### config.mk
export PLATFORM = sky130hd
export DESIGN_NAME = stale_gated_window_average_unit
export DESIGN_NICKNAME = d
export VERILOG_FILES = /design/src/hw/rtl/sgwa_pkg.sv /design/src/hw/rtl/sgwa_ram.sv /design/src/hw/rtl/sgwa_div.sv /design/src/hw/rtl/sgwa_csr.sv /design/src/hw/rtl/stale_gated_window_average_unit.sv
export SDC_FILE = /design/constraint.sdc
export NUM_CORES = 1
export LEC_CHECK = 0
export BUFFER_PORTS_ARGS = -buffer_cell sky130_fd_sc_hd__clkbuf_2
export CORE_ASPECT_RATIO = 1.25
export CORE_MARGIN = 2
export CORE_UTILIZATION = 40
export CTS_BUF_LIST = sky130_fd_sc_hd__clkbuf_4 sky130_fd_sc_hd__clkbuf_8 sky130_fd_sc_hd__clkbuf_16
export CTS_CLUSTER_SIZE = 24
export DETAILED_ROUTE_END_ITERATION = 6
export RECOVER_POWER = 25
export SLEW_MARGIN = 20
export SYNTH_ARGS = -nofsm -noshare
export SYNTH_HDL_FRONTEND = slang
export SYNTH_SLANG_ARGS = --single-unit
export TNS_END_PERCENT = 100
### constraint.sdc
create_clock -name clock -period 5.3 [get_ports clock]
set_input_delay 0.795 -clock clock [delete_from_list [all_inputs] [get_ports clock]]
set_output_delay 0.795 -clock clock [all_outputs]
set_load 0.05 [all_outputs]
### src/hw/rtl/sgwa_pkg.sv
package sgwa_pkg;

   // field widths
   localparam int TEMP_W = 16;
   localparam int TIME_W = 48;

   // history ring
   localparam int HISTORY_DEPTH_DEF = 15;
   localparam int CNT_W_DEF = $clog2(HISTORY_DEPTH_DEF + 1);
   localparam int SUM_W_DEF = TEMP_W + CNT_W_DEF;

   // register port
   localparam int PADDR_W = 5;
   localparam int PDATA_W = 64;
   localparam int REG_IDX_W = 2;

   localparam logic [REG_IDX_W-1:0] REG_MIN_TEMP    = 2'd0;
   localparam logic [REG_IDX_W-1:0] REG_MAX_TEMP    = 2'd1;
   localparam logic [REG_IDX_W-1:0] REG_LIFETIME_US = 2'd2;

   // register reset values
   localparam logic signed [TEMP_W-1:0] MIN_TEMP_RST    = 16'sd512;
   localparam logic signed [TEMP_W-1:0] MAX_TEMP_RST    = 16'sd10240;
   localparam logic [TIME_W-1:0]        LIFETIME_US_RST = 48'd900000000;

   // item kinds
   localparam logic ACTION_SAMPLE = 1'b0;
   localparam logic ACTION_QUERY  = 1'b1;

   typedef enum logic [2:0] {
      ST_IDLE,
      ST_EXEC,
      ST_SCAN,
      ST_DIV_START,
      ST_DIV_WAIT,
      ST_DONE
   } state_type;

   typedef struct packed {
      logic signed [TEMP_W-1:0] min_temp;
      logic signed [TEMP_W-1:0] max_temp;
      logic [TIME_W-1:0]        lifetime_us;
   } cfg_type;

   typedef struct packed {
      logic                     done;
      logic signed [TEMP_W-1:0] quotient;
   } div_rsp_type;

endpackage

### src/hw/rtl/sgwa_ram.sv
module sgwa_ram
   import sgwa_pkg::*;
#(
   parameter int WIDTH = TEMP_W,
   parameter int DEPTH = HISTORY_DEPTH_DEF
) (
   input  logic                                    clock,
   input  logic                                    wr_en,
   input  logic [((DEPTH > 1) ? $clog2(DEPTH) : 1)-1:0] wr_addr,
   input  logic [WIDTH-1:0]                        wr_data,
   input  logic                                    rd_en,
   input  logic [((DEPTH > 1) ? $clog2(DEPTH) : 1)-1:0] rd_addr,
   output logic [WIDTH-1:0]                        rd_data
);

   logic [WIDTH-1:0] mem_ff [DEPTH];
   logic [WIDTH-1:0] rd_data_ff;

   // single write port, registered read port
   always_ff @(posedge clock) begin
      if (wr_en) begin
         mem_ff[wr_addr] <= wr_data;
      end
      if (rd_en) begin
         rd_data_ff <= mem_ff[rd_addr];
      end
   end

   assign rd_data = rd_data_ff;

endmodule

### src/hw/rtl/sgwa_div.sv
module sgwa_div
   import sgwa_pkg::*;
#(
   parameter int SUM_W = SUM_W_DEF,
   parameter int CNT_W = CNT_W_DEF
) (
   input  logic                    clock,
   input  logic                    reset,
   input  logic                    start,
   input  logic signed [SUM_W-1:0] dividend,
   input  logic [CNT_W-1:0]        divisor,
   output div_rsp_type             rsp
);

   localparam int STEP_W = $clog2(SUM_W);

   logic              busy_ff;
   logic              done_ff;
   logic [STEP_W-1:0] step_ff;
   logic              neg_ff;
   logic [SUM_W-1:0]  quo_ff;
   logic [CNT_W:0]    rem_ff;
   logic [CNT_W-1:0]  den_ff;

   logic [SUM_W-1:0]  mag;
   logic [CNT_W:0]    rem_shift;
   logic              fits;
   logic [CNT_W:0]    rem_next;
   logic [SUM_W-1:0]  quo_signed;

   // magnitude of the dividend, one restoring step per cycle
   always_comb begin
      mag = dividend[SUM_W-1] ? (~dividend + SUM_W'(1)) : dividend;
      rem_shift = {rem_ff[CNT_W-1:0], quo_ff[SUM_W-1]};
      fits = (rem_shift >= {1'b0, den_ff});
      rem_next = fits ? (rem_shift - {1'b0, den_ff}) : rem_shift;
      quo_signed = neg_ff ? (~quo_ff + SUM_W'(1)) : quo_ff;
   end

   // step control
   always_ff @(posedge clock) begin
      if (reset) begin
         busy_ff <= 1'b0;
         done_ff <= 1'b0;
      end else begin
         done_ff <= busy_ff && (step_ff == '0);
         if (start) begin
            busy_ff <= 1'b1;
         end else if (busy_ff && (step_ff == '0)) begin
            busy_ff <= 1'b0;
         end
      end
   end

   // quotient and remainder
   always_ff @(posedge clock) begin
      if (start) begin
         step_ff <= STEP_W'(SUM_W - 1);
         neg_ff  <= dividend[SUM_W-1];
         quo_ff  <= mag;
         rem_ff  <= '0;
         den_ff  <= divisor;
      end else if (busy_ff) begin
         step_ff <= step_ff - STEP_W'(1);
         quo_ff  <= {quo_ff[SUM_W-2:0], fits};
         rem_ff  <= rem_next;
      end
   end

   assign rsp.done     = done_ff;
   assign rsp.quotient = quo_signed[TEMP_W-1:0];

endmodule

### src/hw/rtl/sgwa_csr.sv
module sgwa_csr
   import sgwa_pkg::*;
(
   input  logic               clock,
   input  logic               reset,
   input  logic               psel,
   input  logic               penable,
   input  logic               pwrite,
   input  logic [PADDR_W-1:0] paddr,
   input  logic [PDATA_W-1:0] pwdata,
   output logic [PDATA_W-1:0] prdata,
   output logic               pready,
   output cfg_type            cfg
);

   cfg_type              cfg_ff;
   logic                 wr_en;
   logic [REG_IDX_W-1:0] reg_idx;

   // registers sit on 8 byte steps
   assign reg_idx = paddr[PADDR_W-1:3];
   assign wr_en   = psel && penable && pwrite;
   assign pready  = 1'b1;

   always_ff @(posedge clock) begin
      if (reset) begin
         cfg_ff.min_temp    <= MIN_TEMP_RST;
         cfg_ff.max_temp    <= MAX_TEMP_RST;
         cfg_ff.lifetime_us <= LIFETIME_US_RST;
      end else if (wr_en) begin
         unique case (reg_idx)
            REG_MIN_TEMP:    cfg_ff.min_temp    <= pwdata[TEMP_W-1:0];
            REG_MAX_TEMP:    cfg_ff.max_temp    <= pwdata[TEMP_W-1:0];
            REG_LIFETIME_US: cfg_ff.lifetime_us <= pwdata[TIME_W-1:0];
            default: ;
         endcase
      end
   end

   // read back
   always_comb begin
      unique case (reg_idx)
         REG_MIN_TEMP:    prdata = PDATA_W'(cfg_ff.min_temp);
         REG_MAX_TEMP:    prdata = PDATA_W'(cfg_ff.max_temp);
         REG_LIFETIME_US: prdata = PDATA_W'(cfg_ff.lifetime_us);
         default:         prdata = '0;
      endcase
   end

   assign cfg = cfg_ff;

endmodule

### src/hw/rtl/stale_gated_window_average_unit.sv
// channel  | direction | handshake          | payload
// req      | in        | req_valid/stall    | action, temperature, time_now
// rsp      | out       | rsp_valid/stall    | average, average_valid, sample_accepted
// csr      | in/out    | psel/penable/pready| paddr, pwdata, prdata
//
// one item at a time; a sample item steps through accept, check and write, load result
// a query item does one history memory read per cycle, then the divider makes one
// quotient bit per cycle; a stale query clears history, an empty sweep skips division
// synchronous reset clears valid bits, write index, last sample time; presets registers
// a finished result waits in the output register while the next item is worked on
// a stalled result holds the output register and blocks only the next completion
module stale_gated_window_average_unit
   import sgwa_pkg::*;
#(
   parameter int HISTORY_DEPTH = HISTORY_DEPTH_DEF
) (
   input  logic                     clock,
   input  logic                     reset,
   input  logic                     req_valid,
   output logic                     req_stall,
   input  logic                     req_action,
   input  logic signed [TEMP_W-1:0] req_temperature,
   input  logic [TIME_W-1:0]        req_time_now,
   output logic                     rsp_valid,
   input  logic                     rsp_stall,
   output logic signed [TEMP_W-1:0] rsp_average,
   output logic                     rsp_average_valid,
   output logic                     rsp_sample_accepted,
   input  logic                     psel,
   input  logic                     penable,
   input  logic                     pwrite,
   input  logic [PADDR_W-1:0]       paddr,
   input  logic [PDATA_W-1:0]       pwdata,
   output logic [PDATA_W-1:0]       prdata,
   output logic                     pready
);

   localparam int IDX_W = (HISTORY_DEPTH > 1) ? $clog2(HISTORY_DEPTH) : 1;
   localparam int CNT_W = $clog2(HISTORY_DEPTH + 1);
   localparam int SUM_W = TEMP_W + CNT_W;
   localparam logic [CNT_W-1:0] DEPTH_CNT = CNT_W'(HISTORY_DEPTH);
   localparam logic [IDX_W-1:0] LAST_IDX  = IDX_W'(HISTORY_DEPTH - 1);

   cfg_type     cfg;
   div_rsp_type div_rsp;

   state_type   state_ff;
   state_type   state_in;

   // item
   logic                     act_ff;
   logic signed [TEMP_W-1:0] temp_ff;
   logic [TIME_W-1:0]        now_ff;

   // history state
   logic [HISTORY_DEPTH-1:0] valid_ff;
   logic [IDX_W-1:0]         wr_idx_ff;
   logic [TIME_W-1:0]        last_time_ff;

   // sweep
   logic [CNT_W-1:0]        scan_ff;
   logic [IDX_W-1:0]        rd_idx_ff;
   logic                    rd_pend_ff;
   logic signed [SUM_W-1:0] sum_ff;
   logic [CNT_W-1:0]        count_ff;
   logic [TEMP_W-1:0]       ram_rdata;

   // result slot and output register
   logic signed [TEMP_W-1:0] res_avg_ff;
   logic                     res_ok_ff;
   logic                     res_acc_ff;
   logic                     rsp_valid_ff;
   logic signed [TEMP_W-1:0] rsp_avg_ff;
   logic                     rsp_ok_ff;
   logic                     rsp_acc_ff;

   logic              in_range;
   logic [TIME_W-1:0] elapsed;
   logic              stale;
   logic              out_free;
   logic              ram_we;
   logic              ram_re;
   logic              div_start;
   logic              load_out;

   sgwa_csr u_csr (
      .clock   (clock),
      .reset   (reset),
      .psel    (psel),
      .penable (penable),
      .pwrite  (pwrite),
      .paddr   (paddr),
      .pwdata  (pwdata),
      .prdata  (prdata),
      .pready  (pready),
      .cfg     (cfg)
   );

   sgwa_ram #(
      .WIDTH (TEMP_W),
      .DEPTH (HISTORY_DEPTH)
   ) u_ram (
      .clock   (clock),
      .wr_en   (ram_we),
      .wr_addr (wr_idx_ff),
      .wr_data (temp_ff),
      .rd_en   (ram_re),
      .rd_addr (scan_ff[IDX_W-1:0]),
      .rd_data (ram_rdata)
   );

   sgwa_div #(
      .SUM_W (SUM_W),
      .CNT_W (CNT_W)
   ) u_div (
      .clock    (clock),
      .reset    (reset),
      .start    (div_start),
      .dividend (sum_ff),
      .divisor  (count_ff),
      .rsp      (div_rsp)
   );

   // range and staleness checks, output register free test
   always_comb begin
      in_range = ($signed(temp_ff) >= $signed(cfg.min_temp)) &&
                 ($signed(temp_ff) <= $signed(cfg.max_temp));
      elapsed  = now_ff - last_time_ff;
      stale    = (now_ff >= last_time_ff) && (elapsed > cfg.lifetime_us);
      out_free = !rsp_valid_ff || !rsp_stall;
   end

   // state register
   always_ff @(posedge clock) begin
      if (reset) begin
         state_ff <= ST_IDLE;
      end else begin
         state_ff <= state_in;
      end
   end

   // next state and control
   always_comb begin
      state_in  = state_ff;
      ram_we    = 1'b0;
      ram_re    = 1'b0;
      div_start = 1'b0;
      load_out  = 1'b0;
      unique case (state_ff)
         ST_IDLE: begin
            if (req_valid) begin
               state_in = ST_EXEC;
            end
         end
         ST_EXEC: begin
            if (act_ff == ACTION_SAMPLE) begin
               ram_we   = in_range;
               state_in = ST_DONE;
            end else if (stale) begin
               state_in = ST_DONE;
            end else begin
               state_in = ST_SCAN;
            end
         end
         ST_SCAN: begin
            if (scan_ff != DEPTH_CNT) begin
               ram_re = 1'b1;
            end else begin
               state_in = ST_DIV_START;
            end
         end
         ST_DIV_START: begin
            if (count_ff == '0) begin
               state_in = ST_DONE;
            end else begin
               div_start = 1'b1;
               state_in  = ST_DIV_WAIT;
            end
         end
         ST_DIV_WAIT: begin
            if (div_rsp.done) begin
               state_in = ST_DONE;
            end
         end
         ST_DONE: begin
            if (out_free) begin
               load_out = 1'b1;
               state_in = ST_IDLE;
            end
         end
         default: state_in = ST_IDLE;
      endcase
   end

   assign req_stall = (state_ff != ST_IDLE);

   // history bookkeeping and output valid
   always_ff @(posedge clock) begin
      if (reset) begin
         valid_ff     <= '0;
         wr_idx_ff    <= '0;
         last_time_ff <= '0;
         rd_pend_ff   <= 1'b0;
         rsp_valid_ff <= 1'b0;
      end else begin
         if (ram_we) begin
            valid_ff[wr_idx_ff] <= 1'b1;
            last_time_ff        <= now_ff;
            wr_idx_ff           <= (wr_idx_ff == LAST_IDX) ? '0 : wr_idx_ff + IDX_W'(1);
         end
         if ((state_ff == ST_EXEC) && (act_ff == ACTION_QUERY) && stale) begin
            valid_ff  <= '0;
            wr_idx_ff <= '0;
         end
         rd_pend_ff <= ram_re;
         if (load_out) begin
            rsp_valid_ff <= 1'b1;
         end else if (!rsp_stall) begin
            rsp_valid_ff <= 1'b0;
         end
      end
   end

   // item capture, sweep accumulation and result payload
   always_ff @(posedge clock) begin
      if ((state_ff == ST_IDLE) && req_valid) begin
         act_ff  <= req_action;
         temp_ff <= req_temperature;
         now_ff  <= req_time_now;
      end
      if (state_ff == ST_EXEC) begin
         scan_ff    <= '0;
         sum_ff     <= '0;
         count_ff   <= '0;
         res_avg_ff <= '0;
         res_ok_ff  <= 1'b0;
         res_acc_ff <= (act_ff == ACTION_SAMPLE) && in_range;
      end
      if (state_ff == ST_SCAN) begin
         if (ram_re) begin
            scan_ff <= scan_ff + CNT_W'(1);
         end
         rd_idx_ff <= scan_ff[IDX_W-1:0];
         if (rd_pend_ff && valid_ff[rd_idx_ff]) begin
            sum_ff   <= sum_ff + {{(SUM_W - TEMP_W){ram_rdata[TEMP_W-1]}}, ram_rdata};
            count_ff <= count_ff + CNT_W'(1);
         end
      end
      if ((state_ff == ST_DIV_WAIT) && div_rsp.done) begin
         res_avg_ff <= div_rsp.quotient;
         res_ok_ff  <= 1'b1;
      end
      if (load_out) begin
         rsp_avg_ff <= res_avg_ff;
         rsp_ok_ff  <= res_ok_ff;
         rsp_acc_ff <= res_acc_ff;
      end
   end

   assign rsp_valid           = rsp_valid_ff;
   assign rsp_average         = rsp_avg_ff;
   assign rsp_average_valid   = rsp_ok_ff;
   assign rsp_sample_accepted = rsp_acc_ff;

   // write index stays inside the ring
   a_wr_idx_range: assert property (@(posedge clock) disable iff (reset)
      wr_idx_ff <= LAST_IDX)
      else $error("write index outside history ring");

   // stale query drops the whole history
   a_stale_clears: assert property (@(posedge clock) disable iff (reset)
      (state_ff == ST_EXEC && act_ff == ACTION_QUERY && stale)
      |=> (valid_ff == '0 && wr_idx_ff == '0))
      else $error("stale query did not clear history");

   // memory write and sweep read never share a cycle
   a_ram_excl: assert property (@(posedge clock) disable iff (reset)
      !(ram_we && ram_re))
      else $error("history write during sweep");

   // no mean without average_valid
   a_avg_zero: assert property (@(posedge clock) disable iff (reset)
      (rsp_valid && !rsp_average_valid) |-> (rsp_average == '0))
      else $error("nonzero average without valid flag");

   // an item is never both a stored sample and a reported mean
   a_result_kind: assert property (@(posedge clock) disable iff (reset)
      rsp_valid |-> !(rsp_average_valid && rsp_sample_accepted))
      else $error("result marked as both sample and mean");

endmodule

==> flow_summary_export.csv <==
group,metric,value,unit
critical_path,path_max_fanout,7,
hold_path,hp-class,"input port to register",
sta,setup-violations-final,19,
pwr,power_density,397,nW/um^2
sta,rsz0062_at_grt,"yes",
route,vias,19600,
route,drtIter0Drc,1226,
final_layout,stdcell_area,32900,sq um
logic_synthesis,synthSimpleGateAreaFrac,11.0,%
critical_path,cp.arrival,5.85,ns
clocking,cts_tree,"built",
logic_synthesis,ys_seq_elements,577,
floorplan,chipHeight,301,microns
floorplan,dieArea,72700,sq um
logic_synthesis,ys_warn_count,0,
logic_synthesis,synth_nets,2791,
critical_path,worstSetupEndpointType,"register",
logic_synthesis,ys_types,74,
global_route,track_usage,19.2,%
sta,drv_slew,21,
logic_synthesis,synth_seq_area_share,54.6,%
sta,final-hold-violation-count,0,
logic_synthesis,avgSynthCellArea,11.3,sq um
logic_synthesis,synth_ff_type,"edfxtp_1",
critical_path,required,5.79,ns
global_route,grt_max_degree,67,
place,dpl_cell_area,30700,sq um
pwr,peakVddDrop,0.315,mV
clocking,cts_buffers,56,
critical_path,reg2reg_slack,-0.06,ns
clocking,cts-root-buf,"clkbuf_16",
logic_synthesis,synth-edff-count,385,
route,routedWlPerCell,18.9,microns
logic_synthesis,synth.cell_area,28200,sq um
floorplan,core,69600,sq um
global_route,grt_pass1_vias,20000,
floorplan,die_x,242,microns
critical_path,path_class,"register to register",
clocking,htreeDepth,2,
logic_synthesis,synth_top_family_by_area,"compound AO/OA/AOI/OAI gates",
sta,timing.final.crit_share,101,%
clocking,cts_buffer_depth,3,
clocking,path_clk_slew,0.06,ns
logic_synthesis,synth_adder_area_share,7.17,%
sta,fin_worst_skew,0.0180,ns
floorplan,boundaryPins,226,
sta,finalWorstSetupSlack,-0.0627,ns
route,ant_nets,0,
logic_synthesis,async_flop_share,0,%
route,post-route-drc-count,0,
route,via_per_inst,5.28,
route,routed_wl,70200,microns
logic_synthesis,yosys.area_share.xor_xnor,2.70,%
place,gp_congestion,0.889,
global_route,grt_pass1_wl,110000,microns
final_layout,drive_above_1_share,19.5,%
global_route,grt_overflow,0,
final_layout,fin_nets,3032,
clocking,clkSinkCount,577,
place,io_buffers,205,
final_layout,area_delta_synth_final,16.5,%
logic_synthesis,synthCells,2490,
logic_synthesis,muxShareOfSynthArea,8.54,%
route,dr.pass1.iters,7,
critical_path,crit_path_start_kind,"register",
floorplan,start_util,40.6,%
global_route,antenna_found_initial,4,
logic_synthesis,synth_compound_area_share,11.5,%
clocking,clock_latency,0.61,ns
floorplan,rows,108,
run_status,status,"finished, violations left",
sta,relSlewSlack,-5.84,%
run_status,violations,"capacitance limit, slew limit, setup timing",
place,dpl_worst_slack,-0.394,ns
sta,worst-slew-pin-transition,1.59,ns
pwr,cellLeakagePower,12.3,nW
run,maxCapViolations,1,
sta,fin_crit,5.36,ns
sta,fmax,186,MHz
place,hpwl,50900,microns
## metal layers
layer / track usage (%) / vias to the layer above / routed length [microns]
met4: 7.41 / 2 / 2860
met5: 0 / - / 11
met1: 21.7 / 9538 / 27300
met3: 2.34 / 144 / 2590
met2: 36.8 / 447 / 37400
li1: - / 9487 / -
## placed cells by master (no fill, tap or decap), types with 89 or more instances in the layout
master,n
ha_1,153
o21ai_0,123
inv_1,175
mux2i_1,89
nand2_1,321
clkbuf_2,196
buf_4,101
edfxtp_1,385
nor2_1,144
dfxtp_1,189
a21oi_1,188
## worst max-delay path, stage by stage (launching register included)
cell and delay (ns):
edfxtp_1 0.40, ha_1 0.31, buf_4 0.15, nand4_1 0.15
nor4_2 0.29, o211ai_1 0.15, a21oi_1 0.14, buf_4 0.16
o31ai_2 0.06, buf_4 0.15, a311oi_2 0.30, buf_4 0.19
o221ai_4 0.10, o21ai_2 0.18, xnor2_2 0.11, ha_1 0.32
nand4_1 0.11, nor2_2 0.18, nand3_2 0.14, buf_4 0.17
buf_4 0.13, a31oi_4 0.17, or4_1 0.14, o311ai_1 0.09
bufbuf_16 0.28, o31a_1 0.38, buf_6 0.16, a21boi_2 0.14
## worst paths after layout
| path | startpoint | to | depth (start not counted) |
|---|---|---|---|
| max | now_ff[18]$_DFFE_PP_ | wr_idx_ff[1]$_SDFFE_PP0P_ | 27 |
| min | req_time_now[1] | now_ff[1]$_DFFE_PP_ | 1 |
| max reg2reg | now_ff[18]$_DFFE_PP_ | wr_idx_ff[1]$_SDFFE_PP0P_ | 27 |
| min reg2reg | res_avg_ff[9]$_SDFFCE_PN0P_ | rsp_average[9]$_DFFE_PP_ | 0 |
## kinds of logic after synthesis
kind of cell,Yosys count
flip-flops,577
AO/OA/AOI/OAI,529
multiplexers,157
AND/OR/NAND/NOR,668
adder cells (fa/ha/maj),160
XOR/XNOR,87
buffers and inverters,311
other,1
## synth_stat cells (all sizes together) (11+ instances only)
| library cell | instances | area, sq um |
|---|---|---|
| a31oi | 13 | 81.3 |
| xor2 | 48 | 420 |
| clkbuf | 99 | 372 |
| ha | 157 | 1960 |
| inv | 175 | 657 |
| o21ai | 129 | 646 |
| or3 | 12 | 75.1 |
| o21bai | 14 | 105 |
| nor2b | 16 | 100 |
| nor2 | 146 | 548 |
| edfxtp | 385 | 11600 |
| mux4 | 67 | 1510 |
| a211oi | 11 | 82.6 |
| buf | 36 | 248 |
| nor4 | 11 | 159 |
| a21o | 48 | 360 |
| nand2b | 12 | 75.1 |
| nand2 | 322 | 1210 |
| nor3 | 25 | 160 |
| o31ai | 15 | 118 |
| nand3 | 53 | 265 |
| o211ai | 23 | 173 |
| o21a | 28 | 210 |
| xnor2 | 39 | 342 |
| mux2i | 89 | 891 |
| a21oi | 191 | 963 |
| nand4 | 21 | 131 |
| dfxtp | 192 | 3840 |
## sequential cells by signal, summed over array words and instances (netlist names), 5 cells and up
| signal | flops |
|---|---|
| u_ram.mem_ff | 240 |
| u_csr.cfg | 80 |
| last_time_ff | 48 |
| now_ff | 48 |
| sum_ff | 20 |
| u_div.quo_ff | 20 |
| res_avg_ff | 16 |
| rsp_average | 16 |
| temp_ff | 16 |
| u_ram.rd_data | 16 |
| valid_ff | 15 |
| u_div.step_ff | 5 |
## metrics by stage
stage          std cells  utilization (%)  TNS, ns  power, mW  hold WS, ns
4_1_cts             3709             47.1    -1.29       13.1        0.318
5_1_grt             3716             47.2    -5.65       13.7        0.331
3_5_place_dp        3601             44.1    -7.84       8.97        0.405
2_1_floorplan       2490                -        0       7.81        0.400
3_3_place_gp        3601             44.1    -9.24       8.89        0.402
6_report            3717             47.2   -0.769       13.1        0.360
## area by class of cell
type / instances / area [sq um]
fillers: 6347 / 36700
flip-flops and latches: 577 / 15400
multi-input cells: 1602 / 11900
repair buffers: 318 / 1890
clock buffers: 78 / 1610
well taps: 935 / 1170
inverters: 176 / 661
clock inverters: 28 / 272
diodes: 3 / 7.51
## where the power goes
group	total [mW]	switching, mW	internal [mW]	leakage [nW]
clock network	4.04	1.72	2.33	0.926
logic	3.44	1.96	1.48	6.30
registers	5.58	0.301	5.28	5.07
## repair_timing
| item | in CTS | in global routing |
|---|---|---|
| pin swaps | 17 | 24 |
| cloned | 1 | 0 |
| buffers inserted | 4 | 4 |
| gates resized for setup | 42 | 16 |
| hold buffers | 0 | 0 |
| endpoints found under the setup margin | 22 | 21 |
No activity file was read; power rests on OpenSTA's default activity.
